**src/hdl/mlfq_tick_scheduler_top_defines.svh**
```systemverilog
// ----------------------------------------------------------------------------
// mlfq_tick_scheduler_top_defines.svh
// Assertion macros shared by the scheduler RTL. Each macro expects signals
// named clk and rst_n in the scope where it is used.
// ----------------------------------------------------------------------------
`ifndef MLFQ_TICK_SCHEDULER_TOP_DEFINES_SVH
`define MLFQ_TICK_SCHEDULER_TOP_DEFINES_SVH

// Same-cycle implication, checked out of reset
`define MLFQ_ASSERT_NOW(label, ante, cons, msg) \
  label: assert property (@(posedge clk) disable iff (!rst_n) (ante) |-> (cons)) \
    else $error(msg);

// Next-cycle implication, checked out of reset
`define MLFQ_ASSERT_NEXT(label, ante, cons, msg) \
  label: assert property (@(posedge clk) disable iff (!rst_n) (ante) |=> (cons)) \
    else $error(msg);

`endif

```
**src/hdl/mlfq_pkg.sv**
```systemverilog
// ----------------------------------------------------------------------------
// mlfq_pkg
// Types, codes and constants shared by the feedback queue scheduler.
// ----------------------------------------------------------------------------
package mlfq_pkg;

  // Default sizing
  localparam int TASKS_DEF  = 16;
  localparam int LEVELS_DEF = 3;

  // Fixed field widths
  localparam int ID_W      = 4;
  localparam int BURST_W   = 16;
  localparam int QUANT_W   = 8;
  localparam int TIME_W    = 32;
  localparam int OUT_LVL_W = 2;

  // APB register port
  localparam int CFG_AW = 4;
  localparam int CFG_DW = 32;

  // Quantum reset values
  localparam logic [QUANT_W-1:0] QUANTUM_TOP_RST    = 8'd2;
  localparam logic [QUANT_W-1:0] QUANTUM_MIDDLE_RST = 8'd4;
  localparam logic [QUANT_W-1:0] QUANTUM_BOTTOM_RST = 8'd8;

  typedef enum logic {
    OP_ARRIVAL = 1'b0,
    OP_TICK    = 1'b1
  } op_t;

  typedef enum logic [1:0] {
    ST_ACCEPTED  = 2'd0,
    ST_REJECTED  = 2'd1,
    ST_TICK_IDLE = 2'd2,
    ST_RAN       = 2'd3
  } status_t;

  typedef enum logic [1:0] {
    REG_QTOP    = 2'd0,
    REG_QMIDDLE = 2'd1,
    REG_QBOTTOM = 2'd2
  } reg_idx_t;

  typedef enum logic [1:0] {
    S_IDLE,
    S_SLOT,
    S_BURST,
    S_OUT
  } sched_state_t;

  typedef struct packed {
    op_t                operation;
    logic [ID_W-1:0]    task_id;
    logic [BURST_W-1:0] burst;
  } in_item_t;

  typedef struct packed {
    status_t              status;
    logic [ID_W-1:0]      ran_task;
    logic                 finished;
    logic                 demoted;
    logic [OUT_LVL_W-1:0] new_level;
    logic [TIME_W-1:0]    time_now;
  } out_item_t;

  // Quantum settings handed from the register block to the scheduler
  typedef struct packed {
    logic [QUANT_W-1:0] top;
    logic [QUANT_W-1:0] middle;
    logic [QUANT_W-1:0] bottom;
  } quanta_t;

endpackage

```
**src/hdl/mlfq_tick_scheduler_top.sv**
```systemverilog
// ----------------------------------------------------------------------------
// mlfq_tick_scheduler_top
// Multilevel feedback queue scheduler driven by arrival and tick transactions.
// ----------------------------------------------------------------------------
// The block handles one transaction at a time and returns exactly one result
// for each. An arrival or a tick with nothing queued or running goes straight
// to the output state S_OUT. A tick of an already running task passes through
// S_BURST first, and a tick that first dispatches a queued task through S_SLOT
// and then S_BURST: the head is read from the queue slot RAM, then the task's
// remaining burst from the burst RAM, each a registered read, before the burst
// is written back. The output state waits on out_ready. No clearing pass follows
// reset; queues and bursts are only read where they were written before.
`include "mlfq_tick_scheduler_top_defines.svh"

module mlfq_tick_scheduler_top
  import mlfq_pkg::*;
#(
  parameter int TASKS  = TASKS_DEF,
  parameter int LEVELS = LEVELS_DEF
) (
  input  logic              clk,
  input  logic              rst_n,
  // input channel
  input  logic              in_valid,
  output logic              in_ready,
  input  in_item_t          in_data,
  // result channel
  output logic              out_valid,
  input  logic              out_ready,
  output out_item_t         out_data,
  // APB register port
  input  logic              psel,
  input  logic              penable,
  input  logic              pwrite,
  input  logic [CFG_AW-1:0] paddr,
  input  logic [CFG_DW-1:0] pwdata,
  output logic [CFG_DW-1:0] prdata,
  output logic              pready
);

  localparam int TW  = $clog2(TASKS);
  localparam int CW  = $clog2(TASKS + 1);
  localparam int LW  = $clog2(LEVELS);
  localparam int QD  = LEVELS * TASKS;
  localparam int QAW = $clog2(QD);

  // Slot address of position pos in the circular queue of level lvl
  function automatic logic [QAW-1:0] qaddr(input logic [LW-1:0] lvl,
                                           input logic [TW-1:0] pos);
    return QAW'(lvl) * QAW'(TASKS) + QAW'(pos);
  endfunction

  // Quantum for a level; a zero setting acts as one
  function automatic logic [QUANT_W-1:0] level_quantum(input logic [LW-1:0] lvl,
                                                       input quanta_t q);
    logic [QUANT_W-1:0] v;
    if (lvl == '0) begin
      v = q.top;
    end else if (lvl >= LW'(LEVELS - 1)) begin
      v = q.bottom;
    end else begin
      v = q.middle;
    end
    return (v == '0) ? QUANT_W'(1) : v;
  endfunction

  // Control state
  sched_state_t       state_r, state_nxt;
  logic [TASKS-1:0]   active_r, active_nxt;
  logic [TW-1:0]      head_r  [LEVELS];
  logic [TW-1:0]      head_nxt [LEVELS];
  logic [CW-1:0]      count_r [LEVELS];
  logic [CW-1:0]      count_nxt [LEVELS];
  logic [TW-1:0]      cur_task_r, cur_task_nxt;
  logic               cur_valid_r, cur_valid_nxt;
  logic [LW-1:0]      cur_level_r, cur_level_nxt;
  logic [QUANT_W-1:0] slice_r, slice_nxt;
  logic [TIME_W-1:0]  time_r, time_nxt;
  logic               out_valid_r, out_valid_nxt;

  // Payload
  out_item_t          res_r, res_nxt;
  out_item_t          out_data_r;

  // Memory ports
  logic               burst_we;
  logic [TW-1:0]      burst_waddr, burst_raddr;
  logic [BURST_W-1:0] burst_wdata, burst_rdata;
  logic               slot_we;
  logic [QAW-1:0]     slot_waddr, slot_raddr;
  logic [TW-1:0]      slot_wdata, slot_rdata;

  // Datapath helpers
  quanta_t            quanta;
  logic               in_fire, out_free;
  logic [TW-1:0]      id_idx;
  logic               id_ok, arr_ok;
  logic               any_ready;
  logic [LW-1:0]      sel_lvl, next_lvl, lvl_pick;
  logic [TW-1:0]      pick_head, pick_head_inc, pick_tail;
  logic [CW-1:0]      pick_count;
  logic [TW:0]        tail_sum;
  logic [BURST_W-1:0] rem;
  logic [QUANT_W-1:0] slice_dec;

  // Register block
  mlfq_cfg u_cfg (
    .clk     (clk),
    .rst_n   (rst_n),
    .psel    (psel),
    .penable (penable),
    .pwrite  (pwrite),
    .paddr   (paddr),
    .pwdata  (pwdata),
    .prdata  (prdata),
    .pready  (pready),
    .quanta  (quanta)
  );

  // Remaining burst per task
  mlfq_ram #(
    .WIDTH (BURST_W),
    .DEPTH (TASKS)
  ) u_burst_ram (
    .clk   (clk),
    .we    (burst_we),
    .waddr (burst_waddr),
    .wdata (burst_wdata),
    .raddr (burst_raddr),
    .rdata (burst_rdata)
  );

  // Circular queue slots, one row of TASKS entries per level
  mlfq_ram #(
    .WIDTH (TW),
    .DEPTH (QD)
  ) u_slot_ram (
    .clk   (clk),
    .we    (slot_we),
    .waddr (slot_waddr),
    .wdata (slot_wdata),
    .raddr (slot_raddr),
    .rdata (slot_rdata)
  );

  // Handshakes
  assign in_ready  = (state_r == S_IDLE);
  assign in_fire   = in_valid && in_ready;
  assign out_free  = !out_valid_r || out_ready;
  assign out_valid = out_valid_r;
  assign out_data  = out_data_r;

  // Arrival checks
  assign id_idx = TW'(in_data.task_id);
  assign id_ok  = int'(in_data.task_id) < TASKS;
  assign arr_ok = id_ok && !active_r[id_idx] && (in_data.burst != '0) &&
                  (pick_count < CW'(TASKS));

  // Highest non-empty level
  always_comb begin
    sel_lvl   = '0;
    any_ready = 1'b0;
    for (int l = LEVELS - 1; l >= 0; l--) begin
      if (count_r[l] != '0) begin
        sel_lvl   = LW'(l);
        any_ready = 1'b1;
      end
    end
  end

  // Demotion target, clamped at the bottom level
  assign next_lvl = (cur_level_r == LW'(LEVELS - 1)) ? cur_level_r
                                                     : cur_level_r + LW'(1);

  // One queue touched per cycle: pop level on dispatch, demotion level on
  // requeue, top level on arrival
  always_comb begin
    case (state_r)
      S_IDLE:  lvl_pick = (in_data.operation == OP_TICK) ? sel_lvl : '0;
      S_BURST: lvl_pick = next_lvl;
      default: lvl_pick = '0;
    endcase
  end

  assign pick_head     = head_r[lvl_pick];
  assign pick_count    = count_r[lvl_pick];
  assign pick_head_inc = (pick_head == TW'(TASKS - 1)) ? '0 : pick_head + TW'(1);
  assign tail_sum      = (TW + 1)'(pick_head) + (TW + 1)'(pick_count);
  assign pick_tail     = (tail_sum >= (TW + 1)'(TASKS)) ?
                         TW'(tail_sum - (TW + 1)'(TASKS)) : TW'(tail_sum);

  assign rem       = burst_rdata - BURST_W'(1);
  assign slice_dec = slice_r - QUANT_W'(1);

  // Next state
  always_comb begin
    state_nxt = state_r;
    case (state_r)
      S_IDLE: begin
        if (in_fire) begin
          if (in_data.operation == OP_ARRIVAL) begin
            state_nxt = S_OUT;
          end else if (cur_valid_r) begin
            state_nxt = S_BURST;
          end else if (any_ready) begin
            state_nxt = S_SLOT;
          end else begin
            state_nxt = S_OUT;
          end
        end
      end
      S_SLOT:  state_nxt = S_BURST;
      S_BURST: state_nxt = S_OUT;
      S_OUT: begin
        if (out_free) begin
          state_nxt = S_IDLE;
        end
      end
      default: state_nxt = S_IDLE;
    endcase
  end

  // Datapath and memory control
  always_comb begin
    active_nxt    = active_r;
    head_nxt      = head_r;
    count_nxt     = count_r;
    cur_task_nxt  = cur_task_r;
    cur_valid_nxt = cur_valid_r;
    cur_level_nxt = cur_level_r;
    slice_nxt     = slice_r;
    time_nxt      = time_r;
    res_nxt       = res_r;
    burst_we      = 1'b0;
    burst_waddr   = cur_task_r;
    burst_wdata   = rem;
    burst_raddr   = cur_task_r;
    slot_we       = 1'b0;
    slot_waddr    = qaddr(lvl_pick, pick_tail);
    slot_wdata    = cur_task_r;
    slot_raddr    = qaddr(lvl_pick, pick_head);

    case (state_r)
      S_IDLE: begin
        if (in_fire) begin
          res_nxt.ran_task  = '0;
          res_nxt.finished  = 1'b0;
          res_nxt.demoted   = 1'b0;
          res_nxt.new_level = '0;
          res_nxt.time_now  = time_r;
          if (in_data.operation == OP_ARRIVAL) begin
            // Append to the top queue
            res_nxt.status = arr_ok ? ST_ACCEPTED : ST_REJECTED;
            if (arr_ok) begin
              active_nxt[id_idx]  = 1'b1;
              burst_we            = 1'b1;
              burst_waddr         = id_idx;
              burst_wdata         = in_data.burst;
              slot_we             = 1'b1;
              slot_wdata          = id_idx;
              count_nxt[lvl_pick] = pick_count + CW'(1);
            end
          end else if (!cur_valid_r) begin
            if (any_ready) begin
              // Pop the head; slot data arrives next cycle
              head_nxt[lvl_pick]  = pick_head_inc;
              count_nxt[lvl_pick] = pick_count - CW'(1);
              cur_level_nxt       = lvl_pick;
            end else begin
              time_nxt         = time_r + TIME_W'(1);
              res_nxt.status   = ST_TICK_IDLE;
              res_nxt.time_now = time_r + TIME_W'(1);
            end
          end
        end
      end

      S_SLOT: begin
        // Dispatch the popped task with its level's quantum
        cur_task_nxt  = slot_rdata;
        cur_valid_nxt = 1'b1;
        slice_nxt     = level_quantum(cur_level_r, quanta);
        burst_raddr   = slot_rdata;
      end

      S_BURST: begin
        // Run one tick: write back the burst, then finish, demote or keep running
        burst_we          = 1'b1;
        slice_nxt         = slice_dec;
        time_nxt          = time_r + TIME_W'(1);
        res_nxt.status    = ST_RAN;
        res_nxt.ran_task  = ID_W'(cur_task_r);
        res_nxt.finished  = 1'b0;
        res_nxt.demoted   = 1'b0;
        res_nxt.new_level = '0;
        res_nxt.time_now  = time_r + TIME_W'(1);
        if (rem == '0) begin
          res_nxt.finished       = 1'b1;
          active_nxt[cur_task_r] = 1'b0;
          cur_valid_nxt          = 1'b0;
        end else if (slice_dec == '0) begin
          slot_we             = 1'b1;
          count_nxt[lvl_pick] = pick_count + CW'(1);
          cur_valid_nxt       = 1'b0;
          res_nxt.demoted     = 1'b1;
          res_nxt.new_level   = OUT_LVL_W'(next_lvl);
        end
      end

      default: begin
      end
    endcase
  end

  // Output register
  assign out_valid_nxt = (state_r == S_OUT) || (out_valid_r && !out_ready);

  // Control registers
  always_ff @(posedge clk) begin
    if (!rst_n) begin
      state_r     <= S_IDLE;
      active_r    <= '0;
      head_r      <= '{default: '0};
      count_r     <= '{default: '0};
      cur_task_r  <= '0;
      cur_valid_r <= 1'b0;
      cur_level_r <= '0;
      slice_r     <= '0;
      time_r      <= '0;
      out_valid_r <= 1'b0;
    end else begin
      state_r     <= state_nxt;
      active_r    <= active_nxt;
      head_r      <= head_nxt;
      count_r     <= count_nxt;
      cur_task_r  <= cur_task_nxt;
      cur_valid_r <= cur_valid_nxt;
      cur_level_r <= cur_level_nxt;
      slice_r     <= slice_nxt;
      time_r      <= time_nxt;
      out_valid_r <= out_valid_nxt;
    end
  end

  // Payload registers
  always_ff @(posedge clk) begin
    res_r <= res_nxt;
    if (state_r == S_OUT && out_free) begin
      out_data_r <= res_r;
    end
  end

  // Checks
  `MLFQ_ASSERT_NOW(a_cur_task_active, cur_valid_r, active_r[cur_task_r],
    "running task is not marked active")
  `MLFQ_ASSERT_NOW(a_burst_needs_task, state_r == S_BURST, cur_valid_r,
    "burst update without a running task")
  `MLFQ_ASSERT_NOW(a_result_rise, $rose(out_valid_r), $past(state_r == S_OUT),
    "result raised outside the output state")
  `MLFQ_ASSERT_NOW(a_fin_xor_dem, out_valid_r,
    !(out_data_r.finished && out_data_r.demoted),
    "result both finished and demoted")
  `MLFQ_ASSERT_NEXT(a_slot_then_burst, state_r == S_SLOT,
    state_r == S_BURST && cur_valid_r, "dispatch did not reach burst update")

endmodule

```
**src/hdl/mlfq_ram.sv**
```systemverilog
// ----------------------------------------------------------------------------
// mlfq_ram
// Simple dual-port RAM: one write port, one read port, registered read data.
// ----------------------------------------------------------------------------
module mlfq_ram #(
  parameter int WIDTH = 16,
  parameter int DEPTH = 16
) (
  input  logic                     clk,
  input  logic                     we,
  input  logic [$clog2(DEPTH)-1:0] waddr,
  input  logic [WIDTH-1:0]         wdata,
  input  logic [$clog2(DEPTH)-1:0] raddr,
  output logic [WIDTH-1:0]         rdata
);

  logic [WIDTH-1:0] mem [DEPTH];

  always_ff @(posedge clk) begin
    if (we) begin
      mem[waddr] <= wdata;
    end
    rdata <= mem[raddr];
  end

endmodule

```
**src/hdl/mlfq_cfg.sv**
```systemverilog
// ----------------------------------------------------------------------------
// mlfq_cfg
// APB register block holding the three per-level quantum settings.
// ----------------------------------------------------------------------------
module mlfq_cfg
  import mlfq_pkg::*;
(
  input  logic              clk,
  input  logic              rst_n,
  input  logic              psel,
  input  logic              penable,
  input  logic              pwrite,
  input  logic [CFG_AW-1:0] paddr,
  input  logic [CFG_DW-1:0] pwdata,
  output logic [CFG_DW-1:0] prdata,
  output logic              pready,
  output quanta_t           quanta
);

  quanta_t  quanta_r, quanta_nxt;
  reg_idx_t idx;
  logic     wr_en;

  assign idx    = reg_idx_t'(paddr[CFG_AW-1:2]);
  assign wr_en  = psel && penable && pwrite;
  assign pready = 1'b1;
  assign quanta = quanta_r;

  // Register write decode; the unused word is ignored
  always_comb begin
    quanta_nxt = quanta_r;
    if (wr_en) begin
      case (idx)
        REG_QTOP:    quanta_nxt.top    = pwdata[QUANT_W-1:0];
        REG_QMIDDLE: quanta_nxt.middle = pwdata[QUANT_W-1:0];
        REG_QBOTTOM: quanta_nxt.bottom = pwdata[QUANT_W-1:0];
        default:     quanta_nxt        = quanta_r;
      endcase
    end
  end

  always_ff @(posedge clk) begin
    if (!rst_n) begin
      quanta_r.top    <= QUANTUM_TOP_RST;
      quanta_r.middle <= QUANTUM_MIDDLE_RST;
      quanta_r.bottom <= QUANTUM_BOTTOM_RST;
    end else begin
      quanta_r <= quanta_nxt;
    end
  end

  // Read mux
  always_comb begin
    case (idx)
      REG_QTOP:    prdata = CFG_DW'(quanta_r.top);
      REG_QMIDDLE: prdata = CFG_DW'(quanta_r.middle);
      REG_QBOTTOM: prdata = CFG_DW'(quanta_r.bottom);
      default:     prdata = '0;
    endcase
  end

endmodule
```
**config.mk**
```make
export PLATFORM = sky130hd
export DESIGN_NAME = mlfq_tick_scheduler_top
export DESIGN_NICKNAME = d
export VERILOG_FILES = /design/src/hdl/mlfq_pkg.sv /design/src/hdl/mlfq_tick_scheduler_top.sv /design/src/hdl/mlfq_ram.sv /design/src/hdl/mlfq_cfg.sv
export VERILOG_INCLUDE_DIRS = /design/src /design/src/hdl
export SDC_FILE = /design/constraint.sdc
export NUM_CORES = 1
export LEC_CHECK = 0
export BUFFER_PORTS_ARGS = -buffer_cell sky130_fd_sc_hd__buf_2
export CORE_MARGIN = 3
export CORE_UTILIZATION = 65
export DETAILED_ROUTE_END_ITERATION = 7
export PLACE_DENSITY_LB_ADDON = 0.08
export SYNTH_ARGS = -nofsm -noshare
export SYNTH_HDL_FRONTEND = slang
export SYNTH_SLANG_ARGS = --single-unit
```
**constraint.sdc**
```tcl
create_clock -name clk -period 14.6 [get_ports clk]
set_input_delay 0 -clock clk [delete_from_list [all_inputs] [get_ports clk]]
set_output_delay 0 -clock clk [all_outputs]
set_load 0.02 [all_outputs]
```
== Yosys cells after proc, flatten, opt, wreduce, memory -nomap -nowiden ==
Memory sizes are Yosys's and may differ from the RTL's. A register that Yosys moved wholly into a read port is not among the register bits.
Index checks and enable logic that the tools add are counted.
W data, S select, Z words.

* $add $sub $neg: 11
* $lt $le $gt $ge: 9
* Equal/unequal tests: 19
* Muxes and demuxes: 92
* Bitwise logic cells: 5
* Reductions and logical operators: 37

{| class="wikitable"
|+ Operators by type and width
! kind !! number
|-
| $mux W16 || 8
|-
| $mux W32 || 4
|-
| $mux W15 || 7
|-
| $pmux W42 S2 || 1
|-
| $pmux W32 S2 || 1
|-
| $mux W42 || 1
|-
| $mux W4 || 10
|-
| $add A32 B1 Y32 const B || 1
|-
| $mux W8 || 4
|-
| $pmux W16 S2 || 1
|-
| $bwmux W15 || 2
|-
| $pmux W15 S2 || 1
|-
| $mux W2 || 13
|-
| $pmux W8 S3 || 1
|-
| $mux W1 || 19
|-
| $and A16 B16 Y16 || 1
|-
| $logic_not A16 Y1 || 1
|-
| $logic_not A8 Y1 || 2
|-
| $not A16 Y16 || 1
|-
| $or A16 B16 Y16 || 1
|-
| $pmux W8 S2 || 1
|-
| $reduce_bool A16 Y1 || 1
|-
| $sub A16 B1 Y16 const B || 1
|-
| $mux W5 || 3
|-
| other kinds (46) || 87
|}

* Flip-flop bits (word level): 201
* Bits in writable memories: 448
* Input port bits: 64
* Output and inout bits: 77
* Memories kept: 2

{| class="wikitable"
|+ Memory list
! memory !! words !! bits a word !! read ports !! clocked after memory_dff !! write ports !! line !! source
|-
| u_burst_ram.mem || 16 || 16 || 1 || 1 || 1 || mlfq_ram.sv:17 || <nowiki>logic [WIDTH-1:0] mem [DEPTH];</nowiki>
|-
| u_slot_ram.mem || 48 || 4 || 1 || 1 || 1 || mlfq_ram.sv:17 ||
|}

== Depth between registers and ports, before layout ==
* Depth in word-level cells: 18
* Depth in mapped cells: 19
* Depth with buffers taken out: 14

== By module ==
From an unflattened synthesis, not the netlist that was laid out.

* Cells, all modules: 1992
* Area, all modules: 28452.3 um^2

{| class="wikitable"
|+ By module, submodules not included
! module !! times used !! cells each !! area each (um^2)
|-
| mlfq_ram (u_burst_ram) || 1 || 432 || 10043.4
|-
| mlfq_tick_scheduler_top || 1 || 974 || 9192.6
|-
| mlfq_ram (u_slot_ram) || 1 || 437 || 7897.6
|-
| mlfq_cfg || 1 || 149 || 1318.8
|}

== Worst setup path before layout ==
Ideal clock, no wire load.

* Kind: register to register
* Start point: register state_r[0]
* End point: memory u_slot_ram.mem[0][1] (netlist name), data pin
* Data arrival time: 4.254 ns
* Data required time: 14.022 ns
* Slack: 9.768 ns
* Stages on the path, launching flop included: 11
* Path buffers: 2
* Clock period less this slack: 4.832 ns
* Path through: dfxtp_1 > inv_1 > ha_1 > and3b_1 > o211ai_4 > o21ai_2 > mux2i_1 > nor4_1 > clkbuf_1 > buf_1 > o21ai_0

* Word-level cells in the longest chain between the ends: 12
* Elaborated cells on any way between the ends: 14

{| class="wikitable"
|+ Ends and longest elaborated chain
! element !! line !! source
|-
| start: declaration || mlfq_tick_scheduler_top.sv:68 || <nowiki>sched_state_t state_r, state_nxt;</nowiki>
|-
| start signal: assignment || mlfq_tick_scheduler_top.sv:332 || <nowiki>state_r <= state_nxt;</nowiki>
|-
| $logic_not A2 Y1 (*) || mlfq_tick_scheduler_top.sv:147 || <nowiki>assign in_ready = (state_r == S_IDLE);</nowiki>
|-
| via in_ready || mlfq_tick_scheduler_top.sv:25 || <nowiki>output logic in_ready,</nowiki>
|-
| $pmux W2 S2 || mlfq_tick_scheduler_top.sv:178 || <nowiki>case (state_r)</nowiki>
|-
| $not A2 Y3 (implied by the code) || mlfq_tick_scheduler_top.sv:186 || <nowiki>assign pick_count = count_r[lvl_pick];</nowiki>
|-
| $bmux W5 S2 || mlfq_tick_scheduler_top.sv:186 ||
|-
| $mux W5 (implied by the code) (2 in series) || mlfq_tick_scheduler_top.sv:186 ||
|-
| $lt A5 B5 Y1 || mlfq_tick_scheduler_top.sv:157 || <nowiki>(pick_count < CW'(TASKS));</nowiki>
|-
| $logic_and A1 B1 Y1 || mlfq_tick_scheduler_top.sv:156 || <nowiki>assign arr_ok = id_ok && !active_r[id_idx] && (in_data.burst != '0) &&</nowiki>
|-
| $mux W4 || mlfq_tick_scheduler_top.sv:254 || <nowiki>if (arr_ok) begin</nowiki>
|-
| $mux W4 || mlfq_tick_scheduler_top.sv:251 || <nowiki>if (in_data.operation == OP_ARRIVAL) begin</nowiki>
|-
| $mux W4 || -- ||
|-
| $mux W4 (*) || -- ||
|-
| via burst_waddr[1] || mlfq_tick_scheduler_top.sv:87 || <nowiki>logic [TW-1:0] burst_waddr, burst_raddr;</nowiki>
|-
| end: declaration || mlfq_ram.sv:17 ||
|}

Mark *: on every way through the listed nets, which the timed path passes. The rest lies on a longest branch. The select of a mux whose other input is x is not followed.

== Final worst setup path ==
* Start point: register cur_level_r[1]
* End point: memory u_slot_ram.mem[3][1] (netlist name) (enable)

* Word-level cells in the longest chain between the ends: 15
* Elaborated cells on any way between the ends: 24

{| class="wikitable"
|+ Ends and longest elaborated chain
! element !! line !! source
|-
| start: declaration || mlfq_tick_scheduler_top.sv:76 || <nowiki>logic [LW-1:0] cur_level_r, cur_level_nxt;</nowiki>
|-
| start signal: assignment || mlfq_tick_scheduler_top.sv:338 || <nowiki>cur_level_r <= cur_level_nxt;</nowiki>
|-
| $eq A2 B2 Y1 (*) || mlfq_tick_scheduler_top.sv:172 || <nowiki>assign next_lvl = (cur_level_r == LW'(LEVELS - 1)) ? cur_level_r</nowiki>
|-
| $mux W2 (*) || mlfq_tick_scheduler_top.sv:172 ||
|-
| via next_lvl[0] || mlfq_tick_scheduler_top.sv:99 || <nowiki>logic [LW-1:0] sel_lvl, next_lvl, lvl_pick;</nowiki>
|-
| $pmux W2 S2 (*) || mlfq_tick_scheduler_top.sv:178 ||
|-
| parallel branches: the longest is 12 deep, another holds $add A6 B4 Y6 || -- ||
|}

Mark *: on every way through the listed nets, which the timed path passes. The select of a mux whose other input is x is not followed.

==> results.md <==
* Status: finished clean
* Metal-1 WL at around 27 mm
* Worst slew pin tran at ~1.3 ns
* Drt wl/cell at approximately 23 um
* Met2 WL post-DR at 31.7 mm
* Diode count at 0
* Die area at about 47000 sq um
* Max stage delay cell, worst path: ha_1
* Worst-path clk slew at roughly 0.060 ns
* Post-cts resize count at 0
* Leakage power at around 11 nW
* Rel. slew slack at between 15 and 20%
* Initial DRC count at ~2300
* Placer Congestion at roughly 0.95
* Setup WS post-layout at 9.19 ns
* Max Cap Viol at 0
* Cts bufs inserted at between 60 and 70
* GRT Overall Usage at roughly 29%
* #FFs+latches synth at ~670
* Worst Path Max Fanout at 28
* IO buf count at about 90
* Die Height at between 200 and 250 um
* Clock skew at 0.0211 ns
* Largest net degree at the start of global routing at 96
* Place WS at 9.24 ns
* CTS tree: done
* Crit path time final at ~5.4 ns
* H-tree depth at 3
* Number of enable flip-flop cells after synthesis at 532
* Sum Neg Setup Slack at 0 ns
* Syn_area_per_cell at about 13 sq um
* Final number of hold-violating endpoints at 0
* DRC at 0
* Routed vias at roughly 18000
* Worst path max stage delay at between 0.6 and 0.7 ns
* Async S/R FF share, synth at 0%
* Maximum clock rate at about 180 MHz
* Yosys Warn Count at 0
* Fin. max-slew vios at 0
* CTS sink cnt at 669
* Vias per cell at about 6.3
* Multi-input gate area at 9480 sq um
* Most frequent cells in the layout: edfxtp_1, nand2_1, nor2_1
* Core area at around 43000 sq um
* Share of layout cells above drive strength 1 at 16.7%
* Placed Instances at 2752
* Total wire length at between 60 and 70 mm
* Antenna Violating Nets Remaining at 0
* RSZ-0062 raised after global routing: no
* Clock latency on the worst-skew pair at between 0.6 and 0.7 ns
* CP Launch Type: flop
* Worst EP arrival at 5.64 ns
* Post-synthesis sequential area ratio at between 60% and 70%
* Filler cell count at about 2700
* Initial antenna violation count at 0
* Pwr Density at 187 nW/um^2
* Top Metal Used: met4
* FF/Latch Area at 18700 sq um
* Max VDD drop at 0.000128 V
* Fin cells at about 2900
* Dpl hpwl at ~39 mm
* Final nets at 2347
* Yosys cell types at 93
* Final period utilization at between 30 and 40%
* DR WL met3 at around 5.3 mm
* Worst Path Class, Setup: reg2reg
* Clock tree buffer depth at 3
* Die W at ~220 um
* Detailed Routing Iterations Pass 1 at 5
* Synth Cell Area at between 20000 and 30000 sq um
* Critical Path End Type: flop
* Top_reg_cell synth: edfxtp_1
* Num rows at 76
* Global-route wire length before repair at 103 mm
* Most common cell after layout, fill and taps aside: edfxtp_1
* IO Pins at between 100 and 150
* Vias in the first global route at 18095
* Min-delay worst type: in2reg
* Critical Path RT at roughly 15 ns
* Initial Utilization at 66.4%
* Total grt overflow at 0
* Cells after synthesis at between 2000 and 2500
* CP cell instances: inv_1 -> ha_1 -> nand2_1 -> nor2_1 -> a22o_4 -> nand2_1 -> o21a_1 -> buf_4 -> inv_1 -> ha_1 -> and3_1 -> a311o_4 -> xnor2_4 -> nor3_1
* Final setup fails at 0
* Clock Root Buffer: clkbuf_16
* Layout area overhead at 12.0%
per-layer routing:
metal / vias up / track usage [%]
met5: - / 0
met4: 0 / 9.59
met3: 159 / 5.01
met2: 862 / 46.2
met1: 9070 / 39.9
li1: 8345 / -
per-stage QoR:
stage | utilization [%] | hold slack (ns) | power [mW] | cell area (sq um)
CTS | 74.3 | 0.000763 | 6.05 | 32300
finish | 74.3 | 0.0249 | 6.05 | 32300
global route | 74.3 | 0.0339 | 6.31 | 32300
detailed placement | 68.6 | 0.266 | 4.36 | 29800
floorplan | - | 0.125 | 3.83 | 28900
global placement | 68.6 | 0.260 | 4.30 | 29800
synthesized netlist by cell type, types with 7 or more instances:
| cell type | n | area, sq um |
|---|---|---|
| o211ai_1 | 13 | 97.6 |
| a31oi_1 | 33 | 206 |
| xor2_1 | 37 | 324 |
| nand3_1 | 46 | 230 |
| buf_2 | 18 | 90.1 |
| and3_1 | 18 | 113 |
| xnor2_1 | 46 | 403 |
| nor2b_1 | 11 | 68.8 |
| ha_1 | 15 | 188 |
| a211oi_1 | 41 | 308 |
| mux2i_1 | 78 | 781 |
| nor2_1 | 175 | 657 |
| mux4_2 | 68 | 1530 |
| dfxtp_1 | 137 | 2740 |
| buf_4 | 30 | 225 |
| or3_1 | 24 | 150 |
| or2_2 | 9 | 56.3 |
| nor3_1 | 57 | 285 |
| or4_1 | 10 | 75.1 |
| nor4_1 | 10 | 62.6 |
| nand4_1 | 15 | 93.8 |
| o21ai_0 | 84 | 420 |
| nand2_1 | 227 | 852 |
| a22oi_1 | 11 | 82.6 |
| clkbuf_1 | 81 | 304 |
| inv_1 | 25 | 93.8 |
| a21oi_1 | 82 | 410 |
| edfxtp_1 | 532 | 16000 |
| a21boi_0 | 8 | 60.1 |
| nand2b_1 | 10 | 62.6 |
| a32o_1 | 7 | 70.1 |
| and2_1 | 29 | 181 |
| buf_1 | 16 | 60.1 |
| nor3_2 | 10 | 100 |
| buf_6 | 9 | 101 |
cells by family (layout without fill, tap and decap cells):
group	count (synthesis)	in the layout	share of synthesized area, %
AOI/OAI and AO/OA	369	369	8.69
xor gates and xnor gates	87	87	2.82
adders and majority gates	15	15	0.651
buffers and inverters	181	316	3.06
DFF	669	669	64.9
muxes	152	152	8.33
other	2	25	0.0260
and+or+nand+nor	687	687	11.5
where the power goes:
part           internal [mW]  total, mW  switching [mW]
clock                  0.981       1.69           0.707
sequential              2.48       2.59           0.113
combinational          0.614       1.77            1.15
final timing paths:
kind                                     start                     to  slack, ns  depth (start not counted)
worst min register to register       res_r[28]           out_data[28]       0.42                          0
worst min-delay path                in_data[9]  u_burst_ram.mem[3][9]       0.02                          4
worst max register to register  cur_level_r[1]   u_slot_ram.mem[3][1]       9.19                         14
worst max-delay path            cur_level_r[1]   u_slot_ram.mem[3][1]       9.19                         14
state kept, by name (all words and copies together) (netlist names), 16 cells and up, named ones only:
register / cells
out_data: 42
res_r: 42
u_slot_ram.mem: 192
u_cfg.quanta: 24
active_r: 16
u_burst_ram.mem: 256
time_r: 32
u_burst_ram.rdata: 16
timing repair:
action,CTS,global route
setup endpoints to repair,0,0
endpoints found under the hold margin,138,0
hold buffers,32,0
buffers inserted,0,0
critical path, delay by kind of cell, from the launching register on:
| family | cells | cell delay [ns] |
|---|---|---|
| compound gates | 3 | 0.82 |
| buf+inv | 3 | 0.82 |
| simple gates | 5 | 1.58 |
| flops | 1 | 0.41 |
| fa+ha+maj | 2 | 1.02 |
| xor+xnor | 1 | 0.35 |
final cells by class:
type	count	area share, %
timing repair buffer	168	3.46
clock inverter	34	0.980
sequential	669	58.0
tap	585	2.27
multi-input combinational	1335	29.3
inverter	27	0.314
clock buffer	87	5.68
Note: power is estimated with default switching activity, not from simulation.
